===== src/hw/rtl/chks_pkg.sv =====
// ----------------------------------------------------------------------------
// chks_pkg
// Shared types, constants and hash helpers for the chained hash key set.
// ----------------------------------------------------------------------------
`default_nettype none

package chks_pkg;

    // field widths fixed by the block definition
    localparam int KEY_W  = 32;
    localparam int FILL_W = 4;
    localparam int CFG_W  = 11;

    // bucket count register after reset
    localparam logic [CFG_W-1:0] CFG_RESET = 11'd1024;

    // action codes
    localparam logic ACT_INSERT = 1'b0;
    localparam logic ACT_SEARCH = 1'b1;

    // status codes
    localparam logic STATUS_OK   = 1'b0;
    localparam logic STATUS_FULL = 1'b1;

    // integer mix constants
    localparam logic [KEY_W-1:0] WANG_XOR = 32'd61;
    localparam logic [KEY_W-1:0] WANG_MUL = 32'h27d4eb2d;
    localparam int WANG_SH_A = 16;
    localparam int WANG_SH_B = 3;
    localparam int WANG_SH_C = 4;
    localparam int WANG_SH_D = 15;

    // controller states
    typedef enum logic [3:0] {
        S_CLEAR,
        S_IDLE,
        S_MUL,
        S_MOD_GO,
        S_MOD_WAIT,
        S_FILL_RD,
        S_FILL_CHK,
        S_SCAN,
        S_RESP
    } t_state;

    // mix steps ahead of the multiply
    function automatic logic [KEY_W-1:0] wang_premix(input logic [KEY_W-1:0] k);
        logic [KEY_W-1:0] h;
        h = (k ^ WANG_XOR) ^ (k >> WANG_SH_A);
        h = h + (h << WANG_SH_B);
        h = h ^ (h >> WANG_SH_C);
        return h;
    endfunction

    // mix step after the multiply
    function automatic logic [KEY_W-1:0] wang_final(input logic [KEY_W-1:0] h);
        return h ^ (h >> WANG_SH_D);
    endfunction

endpackage

`default_nettype wire


===== src/hw/rtl/chks_mod.sv =====
// ----------------------------------------------------------------------------
// chks_mod
// Iterative restoring remainder unit, one dividend bit per cycle.
// ----------------------------------------------------------------------------
`default_nettype none

module chks_mod
    import chks_pkg::*;
#(
    parameter int DW = 11
) (
    input  wire logic             i_clk,
    input  wire logic             i_rst_n,
    input  wire logic             i_start,
    input  wire logic [KEY_W-1:0] i_dividend,
    input  wire logic [DW-1:0]    i_divisor,
    output logic                  o_done,
    output logic      [DW-1:0]    o_rem
);

    localparam int CNT_W = $clog2(KEY_W);
    localparam logic [CNT_W-1:0] CNT_LAST = CNT_W'(KEY_W - 1);

    logic             r_busy;
    logic             r_done;
    logic [CNT_W-1:0] r_cnt;
    logic [KEY_W-1:0] r_quo;
    logic [DW-1:0]    r_rem;
    logic [DW-1:0]    r_div;

    logic [DW:0] trial;
    logic        fits;

    // shift in the next dividend bit and try a subtract
    assign trial = {r_rem, r_quo[KEY_W-1]};
    assign fits  = (trial >= {1'b0, r_div});

    // control
    always_ff @(posedge i_clk) begin
        if (!i_rst_n) begin
            r_busy <= 1'b0;
            r_done <= 1'b0;
            r_cnt  <= '0;
        end else begin
            r_done <= 1'b0;
            if (i_start) begin
                r_busy <= 1'b1;
                r_cnt  <= '0;
            end else if (r_busy) begin
                r_cnt <= r_cnt + 1'b1;
                if (r_cnt == CNT_LAST) begin
                    r_busy <= 1'b0;
                    r_done <= 1'b1;
                end
            end
        end
    end

    // datapath
    always_ff @(posedge i_clk) begin
        if (i_start) begin
            r_quo <= i_dividend;
            r_rem <= '0;
            r_div <= i_divisor;
        end else if (r_busy) begin
            r_quo <= {r_quo[KEY_W-2:0], 1'b0};
            r_rem <= fits ? DW'(trial - {1'b0, r_div}) : DW'(trial);
        end
    end

    assign o_done = r_done;
    assign o_rem  = r_rem;

endmodule

`default_nettype wire


===== config.mk =====
export PLATFORM = sky130hd
export DESIGN_NAME = chks_mod
export DESIGN_NICKNAME = d
export VERILOG_FILES = /design/src/hw/rtl/chks_pkg.sv /design/src/hw/rtl/chks_mod.sv
export SDC_FILE = /design/constraint.sdc
export NUM_CORES = 1
export LEC_CHECK = 0
export BUFFER_PORTS_ARGS = -buffer_cell sky130_fd_sc_hd__buf_2
export CORE_MARGIN = 2
export CORE_UTILIZATION = 55
export CTS_CLUSTER_DIAMETER = 100
export DETAILED_ROUTE_END_ITERATION = 7
export PLACE_DENSITY = 0.9
export SLEW_MARGIN = 20
export SYNTH_ARGS = -nofsm -noshare
export SYNTH_HDL_FRONTEND = slang
export SYNTH_SLANG_ARGS = --single-unit

===== constraint.sdc =====
create_clock -name i_clk -period 2.78 [get_ports i_clk]
set_input_delay 0.278 -clock i_clk [delete_from_list [all_inputs] [get_ports i_clk]]
set_output_delay 0.278 -clock i_clk [all_outputs]
set_load 0.01 [all_outputs]

==> key figures, run 1 <==
Yosys
  – #FFs+latches synth: 61
  – EDFF count, synth: 43
  – Mapped Nets: 309
  – Average size of a mapped cell: 12.3 um^2
  – Synth warn: 0
  – Cell Area, Synth: 0.00305 mm^2
  – Synth top area share: 42.3%
  – Synth area leaders: edfxtp_1 42%, dfxtp_1 12%, mux2_2 12%, ha_1 5.3%, nand2_1 2.1%
  – Leading area contributor after synthesis: edfxtp_1
  – Async S/R FF share, synth: 0%
  – Netlist cell types: 51
  – Syn Inst Count: 249
  – Register area share after synthesis: 54.1%
  – Synth Flop Type: edfxtp_1

STA
  – Final Hold Viols: 0
  – Tcrit/Tclk final: 94.9%
  – Final setup fails: 0
  – Clk_skew: 0.00710 ns
  – F_max: 0.379 GHz
  – Setup repair after global routing missed its margin: no
  – Setup Total Neg Slack: 0 ns
  – Slew HR: 46.6%
  – Final min period: 2.64 ns
  – Slew Viols, Final: 0
  – Worst slew pin tran: 0.801 ns

Cells and area
  – Filler Cell Count: 386
  – Cell area after layout: 0.00364 mm^2
  – Most common cell after layout, fill and taps aside: buf_2
  – Final Net Count: 369
  – Antenna Cells: 0
  – Area Overhead vs Synth: 19.4%
  – Fraction of layout cells with a size suffix above 1: 38.9%
  – Most frequent cells in the layout: 57 x buf_2, 43 x edfxtp_1, 32 x mux2_2, 18 x dfxtp_1

Global route
  – Total track usage: 20.9%
  – Global route total overflow: 0
  – Antenna violations before repair: 0
  – Largest net degree at the start of global routing: 43
  – First-pass GRT wire length: 9680 um
  – Vias in the first global route: 2064

CTS
  – TritonCTS clock tree: done
  – Register clock-pin slew on the reported worst setup and hold paths: 0.07 ns
  – Clock tree buffer depth: 2
  – Clock sink count: 61
  – H-tree depth: 3
  – CTS Root Cell: clkbuf_8
  – Worst skew pair latency: 0.34 ns
  – Total CTS buffers: 9
  – Hold Buf Count CTS: 0

Floorplan
  – Initial cell density of the core: 56.1%
  – FP Rows: 27
  – Die width: 78.5 um
  – Die height: 78.5 um
  – Top Ports: 58
  – CORE AREA: 0.00544 mm^2
  – Die footprint: 0.00616 mm^2

Routing
  – DRC Markers: 0
  – Detailed Route WL: 6010 um
  – Vias/cell: 5.60
  – Routed Antenna Nets: 0
  – Initial drt markers: 130
  – Drt wl/cell: 15.6 um
  – Pre-antenna DRT Iters: 4
  – Via count: 2161

Job
  – Total of max-cap violations: 0

Placed design
  – Placed cell areas: 0.00341 mm^2
  – Port bufs: 57
  – GPL Wtd Cong: 0.823
  – DP HPWL: 4090 um

Power
  – Leakage: 1.54 nW
  – Pwr Density: 663 mW/mm^2
  – Worst VDD drop: 506 uV

Min path
  – HP Class: input pin to flop

Setup path
  – Critical Path RT: 3.03 ns
  – Critical Path Fanout Max: 10
  – CP Launch Type: flop
  – CP Capture Type: flop
  – CP Class: flop to flop
  – Crit path DAT: 2.88 ns

Run status
  – Status: finished clean
worst max-delay path, cell delays in order (launching register included):
cell      delay [ns]
edfxtp_1        0.34
inv_1           0.05
ha_1            0.22
fa_1            0.42
nor2b_2         0.16
o22a_1          0.20
o2111a_2        0.26
a211oi_2        0.05
buf_4           0.19
or3b_1          0.39
a311oi_2        0.26
state kept, by name, summed over array words and instances (netlist names):
register	count
r_div	11
o_done	1
r_quo	32
r_cnt	5
r_busy	1
o_rem	11
cell usage after synthesis, types with 2 or more instances:
cell type   n
edfxtp_1   43
mux2_2     32
dfxtp_1    18
nand2_1    17
nor2_1     17
inv_1      16
ha_1       13
a311oi_1    7
clkbuf_1    5
a21o_1      4
a21oi_1     4
buf_1       4
nor2b_1     4
nor3_1      4
nor4_1      4
o21ai_0     4
mux2i_1     3
nand3_1     3
o31ai_1     3
or2_2       3
xnor2_1     3
xor2_1      3
a211oi_1    2
a31o_2      2
and3_1      2
and4_1      2
o21a_1      2
or3b_1      2
area by class of cell:
| type | instances | area, um^2 | share of cell area [%] |
|---|---|---|---|
| clock inverters | 7 | 97.6 | 2.68 |
| inverters | 16 | 60.1 | 1.65 |
| clock buffers | 9 | 124 | 3.40 |
| multi-input cells | 161 | 1300 | 35.7 |
| repair buffers | 60 | 320 | 8.79 |
| flip-flops and latches | 61 | 1650 | 45.3 |
| well taps | 72 | 90.1 | 2.47 |
report_power, final:
group	total [W]	internal [W]	switching [W]
Sequential	0.00110	0.00107	0.0000376
Combinational	0.000437	0.000202	0.000234
Clock	0.000873	0.000507	0.000366
metrics by stage:
| step | power [W] | util [%] | hold slack, ns | instances | setup WS (ns) |
|---|---|---|---|---|---|
| 6_report | 0.00241 | 67.0 | 0.116 | 386 | 0.143 |
| 3_5_place_dp | 0.00155 | 62.7 | 0.456 | 370 | 0.217 |
| 2_1_floorplan | 0.00143 | - | 0.377 | 249 | 0.417 |
| 4_1_cts | 0.00242 | 66.8 | 0.0951 | 386 | 0.152 |
| 3_3_place_gp | 0.00153 | 62.7 | 0.455 | 370 | 0.317 |
| 5_1_grt | 0.00253 | 67.0 | 0.0956 | 386 | 0.0199 |
metal layers:
metal / vias up / global-route usage, % / part of all wire [%]
li1: 1052 / - / -
met1: 1020 / 26.8 / 42
met2: 83 / 32.8 / 50
met3: 6 / 6.55 / 7.0
met4: 0 / 9.12 / 1.2
met5: - / 0 / 0
path summary, 6_finish.rpt:
| check | startpoint | end | slack [ns] | cells past startpoint |
|---|---|---|---|---|
| setup / recovery | r_quo[31] | o_rem[6] | 0.14 | 10 |
| hold / removal | i_divisor[3] | r_div[3] | 0.12 | 1 |
| setup reg to reg | r_quo[31] | o_rem[6] | 0.14 | 10 |
| hold reg to reg | o_rem[8] | o_rem[8] | 0.52 | 2 |
timing repair:
item | in CTS | in global routing
buffers inserted | 0 | 0
resized for setup | 0 | 2
endpoints found under the setup margin | 0 | 1
cells by family (layout without fill, tap and decap cells):
logic type                 Yosys count  count (layout)  synth area share, %
and+or+nand+nor                     65              65                 11.2
DFF                                 61              61                 54.1
AOI/OAI and AO/OA                   41              41                 10.6
muxes                               35              35                 12.8
buffers and inverters               27              92                 3.61
adders and majority gates           14              14                 5.99
xor gates and xnor gates             6               6                 1.72
(Power assumes the default switching activity.)
==> run 2: changes to the inputs <==
ABC_AREA = 1   (was default)
==> key figures, run 2 <==
Global route
  – Vias in the first global route: 2612
  – Global route total overflow: 0
  – Largest net degree at the start of global routing: 34
  – Antenna violations before repair: 0
  – First-pass GRT wire length: 11200 um
  – Total track usage: 22.4%

Routing
  – Drt wl/cell: 12.7 um
  – Vias/cell: 5.10
  – Detailed Route WL: 6890 um
  – Routed Antenna Nets: 0
  – DRC Markers: 0
  – Via count: 2770
  – Initial drt markers: 223
  – Pre-antenna DRT Iters: 5

STA
  – Final min period: 2.35 ns
  – F_max: 0.426 GHz
  – Final setup fails: 0
  – Slew Viols, Final: 0
  – Setup Total Neg Slack: 0 ns
  – Clk_skew: 0.0129 ns
  – Slew HR: 38.4%
  – Worst slew pin tran: 0.921 ns
  – Tcrit/Tclk final: 84.5%
  – Final Hold Viols: 0
  – Min Hold Slack: 0.112 ns
  – Setup repair after global routing missed its margin: no
  – Final WS setup: 0.431 ns

Job
  – Total of max-cap violations: 0

Yosys
  – Simple-Gate Fraction of Synth Area: 30.7%
  – EDFF count, synth: 43
  – Cell Area, Synth: 0.00329 mm^2
  – Syn Inst Count: 404
  – Average size of a mapped cell: 8.15 um^2
  – Synth Flop Type: edfxtp_1
  – Most common cell in the synthesized netlist: nand2_1
  – Compound-Gate Fraction of Synth Area: 3.00%
  – Mapped Nets: 464
  – Main combinational cell family by area after synthesis: simple AND/OR/NAND/NOR gates
  – Adder-cell area share of the yosys netlist: 5.55%
  – Netlist cell types: 30
  – Synth top cells by count: 167 x nand2_1, 61 x inv_1, 43 x edfxtp_1
  – Async S/R FF share, synth: 0%
  – Mux contribution to synthesized area: 0%
  – Synth warn: 0
  – Synth area leaders: edfxtp_1 39%, nand2_1 19%, dfxtp_1 11%, inv_1 7.0%, ha_1 4.9%
  – Synth Area in XOR/XNOR: 0.798%
  – #FFs+latches synth: 61
  – Synth top area share: 39.2%
  – Leading area contributor after synthesis: edfxtp_1
  – Register area share after synthesis: 50.2%

Min path
  – Hold EP: r_div[4]
  – Min-delay src: i_divisor[4]
  – Hold depth: 1
  – HP Class: input pin to flop

Placed design
  – DP HPWL: 5080 um
  – GPL Wtd Cong: 0.944
  – Worst slack at placement: 0.492 ns
  – Port bufs: 57

Floorplan
  – Initial cell density of the core: 56.3%
  – Die height: 81.4 um
  – CORE AREA: 0.00585 mm^2
  – FP Rows: 28
  – Die width: 81.4 um
  – Die footprint: 0.00662 mm^2
  – Top Ports: 58

CTS
  – Register clock-pin slew on the reported worst setup and hold paths: 0.06 ns
  – H-tree depth: 3
  – Worst skew pair latency: 0.34 ns
  – CTS Root Cell: clkbuf_8
  – Clock tree buffer depth: 2
  – Hold Buf Count CTS: 0
  – Total CTS buffers: 9
  – TritonCTS clock tree: done
  – Post-CTS sizing: 0
  – Clock sink count: 61
  – Number of setup buffers added after CTS: 0

Cells and area
  – Fraction of layout cells with a size suffix above 1: 20.1%
  – Final Util: 65.8%
  – Filler Cell Count: 478
  – Final Net Count: 523
  – Most frequent cells in the layout: 167 x nand2_1, 61 x inv_1, 57 x buf_2, 43 x edfxtp_1, 19 x nand3_1
  – Most common cell after layout, fill and taps aside: nand2_1
  – Area Overhead vs Synth: 16.8%
  – Antenna Cells: 0
  – Max FFs per register: 32
  – Reg with most FFs: r_quo

Power
  – P_int: 0.00173 W
  – Sequential share of power: 47.8%
  – Leakage: 2.00 nW
  – Clock Power Share: 41.4%
  – Switching share of power: 23.0%
  – Pwr Density: 586 mW/mm^2
  – Combinational power share: 10.8%
  – Worst VDD drop: 526 uV
  – Sw power: 0.000518 W

Setup path
  – Crit path DAT: 2.57 ns
  – Most used cell, CP: nand2_1
  – Critical R2R Launch: r_div[0]
  – CP Capture Type: flop
  – CP max stage delay: 0.43 ns
  – FF-to-FF setup slack: 0.43 ns
  – RR Endpoint: o_rem[0]
  – Critical Path RT: 3.00 ns
  – Cell Chain, Critical Path: ha_1 -> fa_1 -> inv_1 -> nand2_1 -> nand2_1 -> nand2_2 -> nand2_1 -> nand2_2 -> nand3_2 -> nand2_1 -> nand3_1 -> o21ai_0
  – Critical path's slowest cell: fa_1
  – Worst Reg-to-Reg Cells: 12
  – CP Launch Type: flop
  – Critical Path Fanout Max: 12
  – CP Class: flop to flop

Run status
  – Status: finished clean
[run 2: cell count changes in the layout (fill, tap and decap cells not counted), moves of 4 or more]
| cell | previous run | this run |
|---|---|---|
| a21o_1 | 4 | 0 |
| a311oi_1 | 6 | 0 |
| inv_1 | 16 | 61 |
| mux2_2 | 32 | 0 |
| nand2_1 | 17 | 167 |
| nand2_2 | 1 | 7 |
| nand3_1 | 3 | 19 |
| nand3_2 | 0 | 8 |
| nand4_1 | 1 | 14 |
| nor2_1 | 17 | 13 |
[run 2: cell families (layout without fill, tap and decap cells)]
group | after synthesis | after routing
compound gates | 17 | 17
simple gates | 233 | 233
fa+ha+maj | 14 | 14
buf+inv | 76 | 140
flops | 61 | 61
xor+xnor | 3 | 3
[run 2: layout make-up]
type                       count  area (um^2)  area share, %
sequential                    61         1650           42.9
tap                           75         93.8           2.44
inverter                      63          236           6.15
clock buffer                  11          131           3.41
clock inverter                 5         98.8           2.57
multi-input combinational    267         1320           34.3
timing repair buffer          61          315           8.20
[run 2: worst max path at each step]
stage / start / endpoint / slack [ns]
floorplan: r_quo[31] / o_rem[3] / 0.92
global placement: r_quo[31] / o_rem[3] / 0.65
detailed placement: r_div[0] / o_rem[0] / 0.49
CTS: r_div[0] / o_rem[0] / 0.46
global route: r_div[0] / o_rem[0] / 0.30
finish: r_div[0] / o_rem[0] / 0.43
[run 2: worst max-delay path, delay by kind of cell, from the launching register on]
kind / cells / cell delay (ns)
AND/OR/NAND/NOR: 8 / 0.94
adder cells (fa/ha/maj): 2 / 0.67
flip-flops: 1 / 0.41
buffers and inverters: 1 / 0.12
AO/OA/AOI/OAI: 1 / 0.09
[run 2: metal layers]
| layer | up-vias | share of wire (%) | wire, um | GRT usage, % |
|---|---|---|---|---|
| li1 | 1398 | - | - | - |
| met1 | 1257 | 44 | 3010 | 27.5 |
| met2 | 102 | 48 | 3300 | 36.8 |
| met3 | 13 | 7.1 | 487 | 7.56 |
| met4 | 0 | 1.3 | 92 | 7.97 |
| met5 | - | 0 | 0 | 0 |
[run 2: power groups by stage]
stage | clock network [W] | logic (W) | registers (W)
CTS | 0.000942 | 0.000243 | 0.00108
detailed placement | 0 | 0.000242 | 0.00110
floorplan | 0 | 0.000165 | 0.00109
global placement | 0 | 0.000233 | 0.00109
finish | 0.000932 | 0.000244 | 0.00108
global route | 0.000977 | 0.000279 | 0.00108
[run 2: metrics by stage]
stage | area (um^2) | cells | total power [W]
after floorplan | 3290 | 404 | 0.00125
after detailed placement | 3620 | 527 | 0.00134
final | 3850 | 543 | 0.00225
after global routing | 3850 | 543 | 0.00234
after global placement | 3620 | 527 | 0.00132
after CTS | 3850 | 543 | 0.00226
