--- src/hw/rtl/chks_pkg.sv ---
// ----------------------------------------------------------------------------
// chks_pkg
// Shared types, constants and hash helpers for the chained hash key set.
// ----------------------------------------------------------------------------
`default_nettype none

package chks_pkg;

    // field widths fixed by the block definition
    localparam int KEY_W  = 32;
    localparam int FILL_W = 4;
    localparam int CFG_W  = 11;

    // bucket count register after reset
    localparam logic [CFG_W-1:0] CFG_RESET = 11'd1024;

    // action codes
    localparam logic ACT_INSERT = 1'b0;
    localparam logic ACT_SEARCH = 1'b1;

    // status codes
    localparam logic STATUS_OK   = 1'b0;
    localparam logic STATUS_FULL = 1'b1;

    // integer mix constants
    localparam logic [KEY_W-1:0] WANG_XOR = 32'd61;
    localparam logic [KEY_W-1:0] WANG_MUL = 32'h27d4eb2d;
    localparam int WANG_SH_A = 16;
    localparam int WANG_SH_B = 3;
    localparam int WANG_SH_C = 4;
    localparam int WANG_SH_D = 15;

    // controller states
    typedef enum logic [3:0] {
        S_CLEAR,
        S_IDLE,
        S_MUL,
        S_MOD_GO,
        S_MOD_WAIT,
        S_FILL_RD,
        S_FILL_CHK,
        S_SCAN,
        S_RESP
    } t_state;

    // mix steps ahead of the multiply
    function automatic logic [KEY_W-1:0] wang_premix(input logic [KEY_W-1:0] k);
        logic [KEY_W-1:0] h;
        h = (k ^ WANG_XOR) ^ (k >> WANG_SH_A);
        h = h + (h << WANG_SH_B);
        h = h ^ (h >> WANG_SH_C);
        return h;
    endfunction

    // mix step after the multiply
    function automatic logic [KEY_W-1:0] wang_final(input logic [KEY_W-1:0] h);
        return h ^ (h >> WANG_SH_D);
    endfunction

endpackage

`default_nettype wire

--- src/hw/rtl/chks_if.sv ---
// ----------------------------------------------------------------------------
// chks_req_if / chks_rsp_if
// Valid/ready channels for request words and response words.
// ----------------------------------------------------------------------------
`default_nettype none

interface chks_req_if;
    import chks_pkg::*;
    logic             valid;
    logic             ready;
    logic             action;
    logic [KEY_W-1:0] key;

    modport source (output valid, output action, output key, input ready);
    modport sink   (input valid, input action, input key, output ready);
endinterface

interface chks_rsp_if;
    logic valid;
    logic ready;
    logic found;
    logic status;

    modport source (output valid, output found, output status, input ready);
    modport sink   (input valid, input found, input status, output ready);
endinterface

`default_nettype wire

--- src/hw/rtl/chks_ctrl.sv ---
// ----------------------------------------------------------------------------
// chks_ctrl
// Sequencer: hashes a word, reads the bucket fill, appends or scans the chain.
// ----------------------------------------------------------------------------
`default_nettype none

module chks_ctrl
    import chks_pkg::*;
#(
    parameter int BUCKETS     = 1024,
    parameter int CHAIN_DEPTH = 8,
    parameter int BW          = (BUCKETS > 1) ? $clog2(BUCKETS) : 1,
    parameter int KAW         = (BUCKETS * CHAIN_DEPTH > 1) ?
                                $clog2(BUCKETS * CHAIN_DEPTH) : 1,
    parameter int DW          = 11
) (
    input  wire logic              i_clk,
    input  wire logic              i_rst_n,
    chks_req_if.sink               i_req,
    chks_rsp_if.source             o_rsp,
    // remainder unit
    output logic                   o_mod_start,
    output logic      [KEY_W-1:0]  o_mod_dividend,
    input  wire logic              i_mod_done,
    input  wire logic [DW-1:0]     i_mod_rem,
    // fill memory
    output logic                   o_fill_we,
    output logic      [BW-1:0]     o_fill_waddr,
    output logic      [FILL_W-1:0] o_fill_wdata,
    output logic      [BW-1:0]     o_fill_raddr,
    input  wire logic [FILL_W-1:0] i_fill_rdata,
    // key memory
    output logic                   o_key_we,
    output logic      [KAW-1:0]    o_key_waddr,
    output logic      [KEY_W-1:0]  o_key_wdata,
    output logic      [KAW-1:0]    o_key_raddr,
    input  wire logic [KEY_W-1:0]  i_key_rdata
);

    localparam logic [FILL_W-1:0] DEPTH_F  = FILL_W'(CHAIN_DEPTH);
    localparam logic [KAW-1:0]    DEPTH_A  = KAW'(CHAIN_DEPTH);
    localparam logic [BW-1:0]     CLR_LAST = BW'(BUCKETS - 1);

    t_state r_state;
    t_state n_state;

    logic              r_action;
    logic [KEY_W-1:0]  r_key;
    logic [KEY_W-1:0]  r_h;
    logic [BW-1:0]     r_bucket;
    logic [KAW-1:0]    r_base;
    logic [FILL_W-1:0] r_fill;
    logic [FILL_W-1:0] r_ridx;
    logic              r_pend;
    logic [BW-1:0]     r_clr_addr;
    logic              r_found;
    logic              r_status;
    logic              r_out_valid;
    logic              r_out_found;
    logic              r_out_status;

    logic [FILL_W-1:0] fill_now;
    logic              room;
    logic              hit;
    logic              scan_end;
    logic              req_take;
    logic              rsp_load;

    // fill as read, held to the chain depth
    assign fill_now = (i_fill_rdata > DEPTH_F) ? DEPTH_F : i_fill_rdata;
    assign room     = (fill_now < DEPTH_F);
    assign hit      = r_pend && (i_key_rdata == r_key);
    assign scan_end = (r_ridx == r_fill);
    assign req_take = i_req.valid && i_req.ready;

    // next state
    always_comb begin
        n_state = r_state;
        case (r_state)
            S_CLEAR: begin
                if (r_clr_addr == CLR_LAST) n_state = S_IDLE;
            end
            S_IDLE: begin
                if (req_take) n_state = S_MUL;
            end
            S_MUL:      n_state = S_MOD_GO;
            S_MOD_GO:   n_state = S_MOD_WAIT;
            S_MOD_WAIT: begin
                if (i_mod_done) n_state = S_FILL_RD;
            end
            S_FILL_RD:  n_state = S_FILL_CHK;
            S_FILL_CHK: begin
                n_state = (r_action == ACT_SEARCH) ? S_SCAN : S_RESP;
            end
            S_SCAN: begin
                if (hit || scan_end) n_state = S_RESP;
            end
            S_RESP: begin
                if (!r_out_valid || o_rsp.ready) n_state = S_IDLE;
            end
            default:    n_state = S_CLEAR;
        endcase
    end

    // outputs
    always_comb begin
        i_req.ready    = 1'b0;
        o_mod_start    = 1'b0;
        o_mod_dividend = wang_final(r_h);
        o_fill_we      = 1'b0;
        o_fill_waddr   = r_bucket;
        o_fill_wdata   = fill_now + 1'b1;
        o_fill_raddr   = r_bucket;
        o_key_we       = 1'b0;
        o_key_waddr    = r_base + KAW'(fill_now);
        o_key_wdata    = r_key;
        o_key_raddr    = r_base + KAW'(r_ridx);
        rsp_load       = 1'b0;
        case (r_state)
            S_CLEAR: begin
                o_fill_we    = 1'b1;
                o_fill_waddr = r_clr_addr;
                o_fill_wdata = '0;
            end
            S_IDLE:   i_req.ready = 1'b1;
            S_MOD_GO: o_mod_start = 1'b1;
            S_FILL_CHK: begin
                if (r_action == ACT_INSERT && room) begin
                    o_fill_we = 1'b1;
                    o_key_we  = 1'b1;
                end
            end
            S_RESP:   rsp_load = !r_out_valid || o_rsp.ready;
            default: ;
        endcase
    end

    // state and control registers
    always_ff @(posedge i_clk) begin
        if (!i_rst_n) begin
            r_state     <= S_CLEAR;
            r_clr_addr  <= '0;
            r_out_valid <= 1'b0;
            r_pend      <= 1'b0;
        end else begin
            r_state <= n_state;
            if (r_state == S_CLEAR) begin
                r_clr_addr <= r_clr_addr + 1'b1;
            end
            // response register, free to load when empty or being taken
            if (rsp_load) begin
                r_out_valid <= 1'b1;
            end else if (o_rsp.ready) begin
                r_out_valid <= 1'b0;
            end
            // one chain read in flight while scanning
            if (r_state == S_SCAN) begin
                r_pend <= !hit && !scan_end;
            end else begin
                r_pend <= 1'b0;
            end
        end
    end

    // datapath registers
    always_ff @(posedge i_clk) begin
        case (r_state)
            S_IDLE: begin
                if (req_take) begin
                    r_action <= i_req.action;
                    r_key    <= i_req.key;
                    r_h      <= wang_premix(i_req.key);
                    r_found  <= 1'b0;
                    r_status <= STATUS_OK;
                end
            end
            S_MUL: r_h <= r_h * WANG_MUL;
            S_MOD_WAIT: begin
                if (i_mod_done) r_bucket <= BW'(i_mod_rem);
            end
            S_FILL_RD: r_base <= KAW'(r_bucket) * DEPTH_A;
            S_FILL_CHK: begin
                r_fill <= fill_now;
                r_ridx <= '0;
                if (r_action == ACT_INSERT && !room) r_status <= STATUS_FULL;
            end
            S_SCAN: begin
                if (hit) begin
                    r_found <= 1'b1;
                end else if (!scan_end) begin
                    r_ridx <= r_ridx + 1'b1;
                end
            end
            S_RESP: begin
                if (rsp_load) begin
                    r_out_found  <= r_found;
                    r_out_status <= r_status;
                end
            end
            default: ;
        endcase
    end

    assign o_rsp.valid  = r_out_valid;
    assign o_rsp.found  = r_out_found;
    assign o_rsp.status = r_out_status;

endmodule

`default_nettype wire

--- src/flat_wrapper.sv ---
// flat-port wrapper written by rule: the top's interface ports become plain ports
module chks_ctrl_flat import chks_pkg::*;
#(
    parameter int BUCKETS     = 1024,
    parameter int CHAIN_DEPTH = 8,
    parameter int BW          = (BUCKETS > 1) ? $clog2(BUCKETS) : 1,
    parameter int KAW         = (BUCKETS * CHAIN_DEPTH > 1) ?
                                $clog2(BUCKETS * CHAIN_DEPTH) : 1,
    parameter int DW          = 11
)
  (i_clk, i_rst_n, o_mod_start, o_mod_dividend, i_mod_done, i_mod_rem, o_fill_we, o_fill_waddr, o_fill_wdata, o_fill_raddr, i_fill_rdata, o_key_we, o_key_waddr, o_key_wdata, o_key_raddr, i_key_rdata, i_req_valid, i_req_action, i_req_key, i_req_ready, o_rsp_valid, o_rsp_found, o_rsp_status, o_rsp_ready);
  chks_req_if i_req_i ();
  chks_rsp_if o_rsp_i ();
  input  wire logic i_clk;
  input  wire logic i_rst_n;
  output logic o_mod_start;
  output logic      [KEY_W-1:0] o_mod_dividend;
  input  wire logic i_mod_done;
  input  wire logic [DW-1:0] i_mod_rem;
  output logic o_fill_we;
  output logic      [BW-1:0] o_fill_waddr;
  output logic      [FILL_W-1:0] o_fill_wdata;
  output logic      [BW-1:0] o_fill_raddr;
  input  wire logic [FILL_W-1:0] i_fill_rdata;
  output logic o_key_we;
  output logic      [KAW-1:0] o_key_waddr;
  output logic      [KEY_W-1:0] o_key_wdata;
  output logic      [KAW-1:0] o_key_raddr;
  input  wire logic [KEY_W-1:0] i_key_rdata;
  input wire logic [$bits(i_req_i.valid)-1:0] i_req_valid;
  input wire logic [$bits(i_req_i.action)-1:0] i_req_action;
  input wire logic [$bits(i_req_i.key)-1:0] i_req_key;
  output wire logic [$bits(i_req_i.ready)-1:0] i_req_ready;
  output wire logic [$bits(o_rsp_i.valid)-1:0] o_rsp_valid;
  output wire logic [$bits(o_rsp_i.found)-1:0] o_rsp_found;
  output wire logic [$bits(o_rsp_i.status)-1:0] o_rsp_status;
  input wire logic [$bits(o_rsp_i.ready)-1:0] o_rsp_ready;
  assign i_req_i.valid = i_req_valid;
  assign i_req_i.action = i_req_action;
  assign i_req_i.key = i_req_key;
  assign i_req_ready = i_req_i.ready;
  assign o_rsp_valid = o_rsp_i.valid;
  assign o_rsp_found = o_rsp_i.found;
  assign o_rsp_status = o_rsp_i.status;
  assign o_rsp_i.ready = o_rsp_ready;
  chks_ctrl #(.BUCKETS(BUCKETS), .CHAIN_DEPTH(CHAIN_DEPTH), .BW(BW), .KAW(KAW), .DW(DW)) u_core (.i_clk(i_clk), .i_rst_n(i_rst_n), .i_req(i_req_i), .o_rsp(o_rsp_i), .o_mod_start(o_mod_start), .o_mod_dividend(o_mod_dividend), .i_mod_done(i_mod_done), .i_mod_rem(i_mod_rem), .o_fill_we(o_fill_we), .o_fill_waddr(o_fill_waddr), .o_fill_wdata(o_fill_wdata), .o_fill_raddr(o_fill_raddr), .i_fill_rdata(i_fill_rdata), .o_key_we(o_key_we), .o_key_waddr(o_key_waddr), .o_key_wdata(o_key_wdata), .o_key_raddr(o_key_raddr), .i_key_rdata(i_key_rdata));
endmodule
--- config.mk ---
export PLATFORM = sky130hd
export DESIGN_NAME = chks_ctrl_flat
export DESIGN_NICKNAME = d
export VERILOG_FILES = /design/src/hw/rtl/chks_pkg.sv /design/src/hw/rtl/chks_if.sv /design/src/hw/rtl/chks_ctrl.sv /design/src/flat_wrapper.sv
export SDC_FILE = /design/constraint.sdc
export NUM_CORES = 1
export LEC_CHECK = 0
export ABC_AREA = 1
export BUFFER_PORTS_ARGS = -buffer_cell sky130_fd_sc_hd__buf_4
export CAP_MARGIN = 20
export CELL_PAD_IN_SITES_DETAIL_PLACEMENT = 0
export CELL_PAD_IN_SITES_GLOBAL_PLACEMENT = 1
export CORE_ASPECT_RATIO = 0.75
export CORE_MARGIN = 4
export CORE_UTILIZATION = 46
export DETAILED_ROUTE_END_ITERATION = 8
export PLACE_DENSITY = 0.79
export SETUP_SLACK_MARGIN = 0.5
export SLEW_MARGIN = 20
export SYNTH_ARGS = -nofsm -noshare
export SYNTH_HDL_FRONTEND = slang
export SYNTH_SLANG_ARGS = --single-unit
--- constraint.sdc ---
create_clock -name i_clk -period 6.9 [get_ports i_clk]
set_input_delay 1.38 -clock i_clk [delete_from_list [all_inputs] [get_ports i_clk]]
set_output_delay 1.38 -clock i_clk [all_outputs]
set_load 0.02 [all_outputs]
==> implementation parameters <==
Parameter                              Value

Status
  Result of the run    completed

CTS
  Number of levels the H-tree was split into    4
  CTS root buffer    sky130_fd_sc_hd__clkbuf_16
  Maximum root-to-sink buffer count    2
  Clock sinks    113
  Clock tree from TritonCTS    done
  Clock latency at the later pin of the worst-skew pair    between 0.4 and 0.5 ns
  TritonCTS Buffers    17
  Hold buffers post-CTS    0
  Clock slew seen by the registers of the worst setup and hold paths    0.07 ns

Placement
  RePlAce Congestion    between 0.9 and 1
  Post-placement cell count    around 2.7k
  Total of buffers placed on input and output ports    just over 200
  Post-detailed-placement half-perimeter wirelength    48380 um

Floorplanning
  Chip width    231.1 um
  Die span in y    175.3 um
  Core area    36330 um2
  Die area    around 41000 um2
  Ports placed on the boundary    a little over 200
  Number of standard-cell rows in the floorplan    60
  Starting utilization of the core area    between 40% and 50%

Critical path
  Worst setup path category    reg2reg
  Critical Path Max Stage Delay    between 0.5 and 0.6 ns
  Critical path fanouts, max    4
  Type of destination of the critical path    register
  Critical path data arrival time    6.57 ns
  Critical Path Source Type    register
  Most common cell on crit path    sky130_fd_sc_hd__inv_2
  Crit path max-delay family    adder cells
  Count of buffering cells on the critical path with inverters included    8
  Cell with the biggest individual delay on the critical path    sky130_fd_sc_hd__fa_1
  Worst EP required    between 7 and 8 ns

Drt
  Antenna Nets Post-Route    0
  DRC errors left    0
  Vias per std cell    5.105
  Initial DRT Pass Iterations    5
  Total number of vias    14.45k
  Total wire length    56870 um
  DRC violation total after the first TritonRoute iteration    924
  Mean routed wirelength per cell    20.10 um

Yosys
  Leading register cell type out of synthesis    sky130_fd_sc_hd__edfxtp_1
  Mapped Nets    2531
  Number of instances in the synthesized netlist    2015
  Count of different cell masters after synthesis    48
  Number of enable flip-flop cells after synthesis    97
  Post-synth top cells    sky130_fd_sc_hd__inv_1, sky130_fd_sc_hd__nand2_1, sky130_fd_sc_hd__ha_1, sky130_fd_sc_hd__fa_1, sky130_fd_sc_hd__nor2_1
  Synth area leaders    sky130_fd_sc_hd__fa_1, sky130_fd_sc_hd__edfxtp_1, sky130_fd_sc_hd__ha_1
  Synth Register Bits    113
  Total standard cell area after synthesis    17180 um2
  Most common cell in the netlist    sky130_fd_sc_hd__inv_1
  Post-synth top area share    about a quarter
  Avg Inst Size Synth    8.524 um2
  Cell type with the highest aggregate area in the netlist    sky130_fd_sc_hd__fa_1
  Async SR Flop Fraction    0%
  Fraction of the yosys area taken by sequential cells    18.82%
  Total number of yosys warnings    0

Layout
  Post-Layout Cell Count    2830
  FILL cells    3261
  Multi-input gate area in the final layout    approximately 13000 um2
  Final-stage net count    about 2.8k
  Number of antenna diodes    0
  Sequential cell area in the final layout    3233 um2
  Layout-stage area growth over the synthesis result    26.18%
  Share of layout cells above drive strength 1    24.98%

GRT
  Remaining global-route overflow    0
  Antenna violations before repair    0
  Largest net degree at the start of global routing    40
  Via count of the first global-routing pass    14.92k
  First-pass GRT wire length    86960 um
  GR Util All Layers    28.14%

STA
  Setup violations, final    0
  Number of max-slew violations in the final report    0
  Slew at the pin closest to its max-slew limit    1.025 ns
  Headroom to the max-slew limit    31.25%
  Maximum frequency from static timing analysis    around 160 MHz
  Final clock period utilization by the worst path    between 90% and 100%
  Setup TNS    0 ns
  Setup repair after global routing missed its margin    true
  Final count of hold timing violations    0
  Post-route minimum period    roughly 6.4 ns
  Fin Clk Skew    0.02121 ns

Job
  Maximum capacitance violations    0

Min path
  Hold WC Path Type    reg2reg
## flip-flops by register name, indices dropped and copies added, names as in the netlist, 4 cells and up
| register | count |
|---|---|
| u_core.o_key_wdata | 32 |
| u_core.r_h | 32 |
| u_core.o_fill_raddr | 10 |
| u_core.r_base | 10 |
| u_core.r_clr_addr | 10 |
| u_core.r_fill | 4 |
| u_core.r_ridx | 4 |
| u_core.r_state | 4 |
## layer usage
layer | part of all wire (%) | vias up | global-route usage [%]
li1 | - | 6889 | -
met3 | 6.9 | 85 | 5.237
met4 | 3.0 | 0 | 7.488
met5 | 0 | - | 0
met2 | 47 | 484 | 47.09
met1 | 43 | 6990 | 37.83
## layout by cell type, fill, tap and decap left out, types with 5 or more instances in the layout
cell / count
sky130_fd_sc_hd__nor3_2: 6
sky130_fd_sc_hd__buf_4: 302
sky130_fd_sc_hd__xnor2_1: 44
sky130_fd_sc_hd__nor2_4: 6
sky130_fd_sc_hd__ha_4: 38
sky130_fd_sc_hd__or2_2: 10
sky130_fd_sc_hd__ha_2: 7
sky130_fd_sc_hd__dfxtp_1: 16
sky130_fd_sc_hd__o22ai_1: 6
sky130_fd_sc_hd__o211ai_1: 5
sky130_fd_sc_hd__o21ai_0: 58
sky130_fd_sc_hd__o21ai_1: 15
sky130_fd_sc_hd__clkbuf_16: 17
sky130_fd_sc_hd__nand3b_1: 7
sky130_fd_sc_hd__nand3_1: 63
sky130_fd_sc_hd__xor2_1: 87
sky130_fd_sc_hd__buf_6: 14
sky130_fd_sc_hd__inv_6: 6
sky130_fd_sc_hd__o21ai_2: 8
sky130_fd_sc_hd__inv_1: 479
sky130_fd_sc_hd__a21oi_1: 71
sky130_fd_sc_hd__a21o_1: 8
sky130_fd_sc_hd__nand3_2: 9
sky130_fd_sc_hd__nor2_1: 104
sky130_fd_sc_hd__nor2_2: 13
sky130_fd_sc_hd__a21oi_2: 19
sky130_fd_sc_hd__edfxtp_1: 97
sky130_fd_sc_hd__inv_2: 43
sky130_fd_sc_hd__fa_2: 26
sky130_fd_sc_hd__fa_1: 180
sky130_fd_sc_hd__ha_1: 180
sky130_fd_sc_hd__nand4_1: 21
sky130_fd_sc_hd__nor3_1: 14
sky130_fd_sc_hd__nand2_2: 19
sky130_fd_sc_hd__nor4_1: 5
sky130_fd_sc_hd__nand2_4: 5
sky130_fd_sc_hd__nand2_1: 270
## kinds of logic after synthesis
group / share of synthesized area [%]
compound gates: 7.073
xor+xnor: 7.015
fa+ha+maj: 40.40
buf+inv: 12.70
flops: 18.82
simple gates: 13.99
## metrics by stage
| step | worst slack [ns] | instance area, um2 | utilization (%) | hold WS, ns |
|---|---|---|---|---|
| 6_report | 0.4553 | 21670 | 59.65 | 0.4257 |
| 5_1_grt | 0.2786 | 21670 | 59.65 | 0.4418 |
| 4_1_cts | 0.4482 | 21030 | 57.87 | 0.4289 |
| 3_5_place_dp | 0.06565 | 19640 | 54.05 | 0.4241 |
| 3_3_place_gp | 0.09251 | 19640 | 54.05 | 0.4033 |
| 2_1_floorplan | 0.7583 | 17180 | - | 0.4003 |
## path summary, 6_finish.rpt
path                         from                  end  depth (start not counted)  slack [ns]
setup reg to reg    u_core.r_h[7]       u_core.r_h[28]                         27        0.46
hold / removal    u_core.r_status  u_core.o_rsp.status                          0        0.43
hold reg to reg   u_core.r_status  u_core.o_rsp.status                          0        0.43
setup / recovery    u_core.r_h[7]       u_core.r_h[28]                         27        0.46
## layout make-up
cell class	instances	share of cell area [%]
repair buffers	321	11.63
well taps	496	2.863
inverters	525	9.121
clock buffers	18	1.980
flip-flops and latches	113	14.92
multi-input cells	1343	58.68
clock inverters	14	0.8140
## timing repair
| item | in CTS | in global routing |
|---|---|---|
| gates cloned | 0 | 0 |
| endpoints found under the setup margin | 15 | 18 |
| pin swaps | 66 | 98 |
| buffers inserted | 34 | 16 |
| gates resized for setup | 112 | 138 |
## worst register-to-register path, cell delays in order (launching register included)
cell and delay (ns):
sky130_fd_sc_hd__edfxtp_1 0.53, sky130_fd_sc_hd__buf_6 0.20, sky130_fd_sc_hd__ha_4 0.27, sky130_fd_sc_hd__inv_2 0.04, sky130_fd_sc_hd__fa_1 0.54, sky130_fd_sc_hd__inv_2 0.04, sky130_fd_sc_hd__fa_1 0.54, sky130_fd_sc_hd__inv_2 0.05
sky130_fd_sc_hd__fa_1 0.52, sky130_fd_sc_hd__inv_2 0.05, sky130_fd_sc_hd__fa_2 0.53, sky130_fd_sc_hd__fa_2 0.47, sky130_fd_sc_hd__fa_1 0.52, sky130_fd_sc_hd__inv_2 0.04, sky130_fd_sc_hd__fa_1 0.51, sky130_fd_sc_hd__inv_2 0.05
sky130_fd_sc_hd__ha_4 0.29, sky130_fd_sc_hd__nand2_4 0.06, sky130_fd_sc_hd__nor2_4 0.11, sky130_fd_sc_hd__inv_2 0.07, sky130_fd_sc_hd__nor2_4 0.11, sky130_fd_sc_hd__nand4_1 0.12, sky130_fd_sc_hd__nand3_2 0.14, sky130_fd_sc_hd__nand2_2 0.06
sky130_fd_sc_hd__nand2_2 0.06, sky130_fd_sc_hd__a21oi_2 0.05, sky130_fd_sc_hd__o21ai_1 0.09, sky130_fd_sc_hd__o21ai_1 0.09
Power is left out: the tool's default activity adds up to more than one toggle a clock period on the data nets, which glitch-free logic cannot reach.
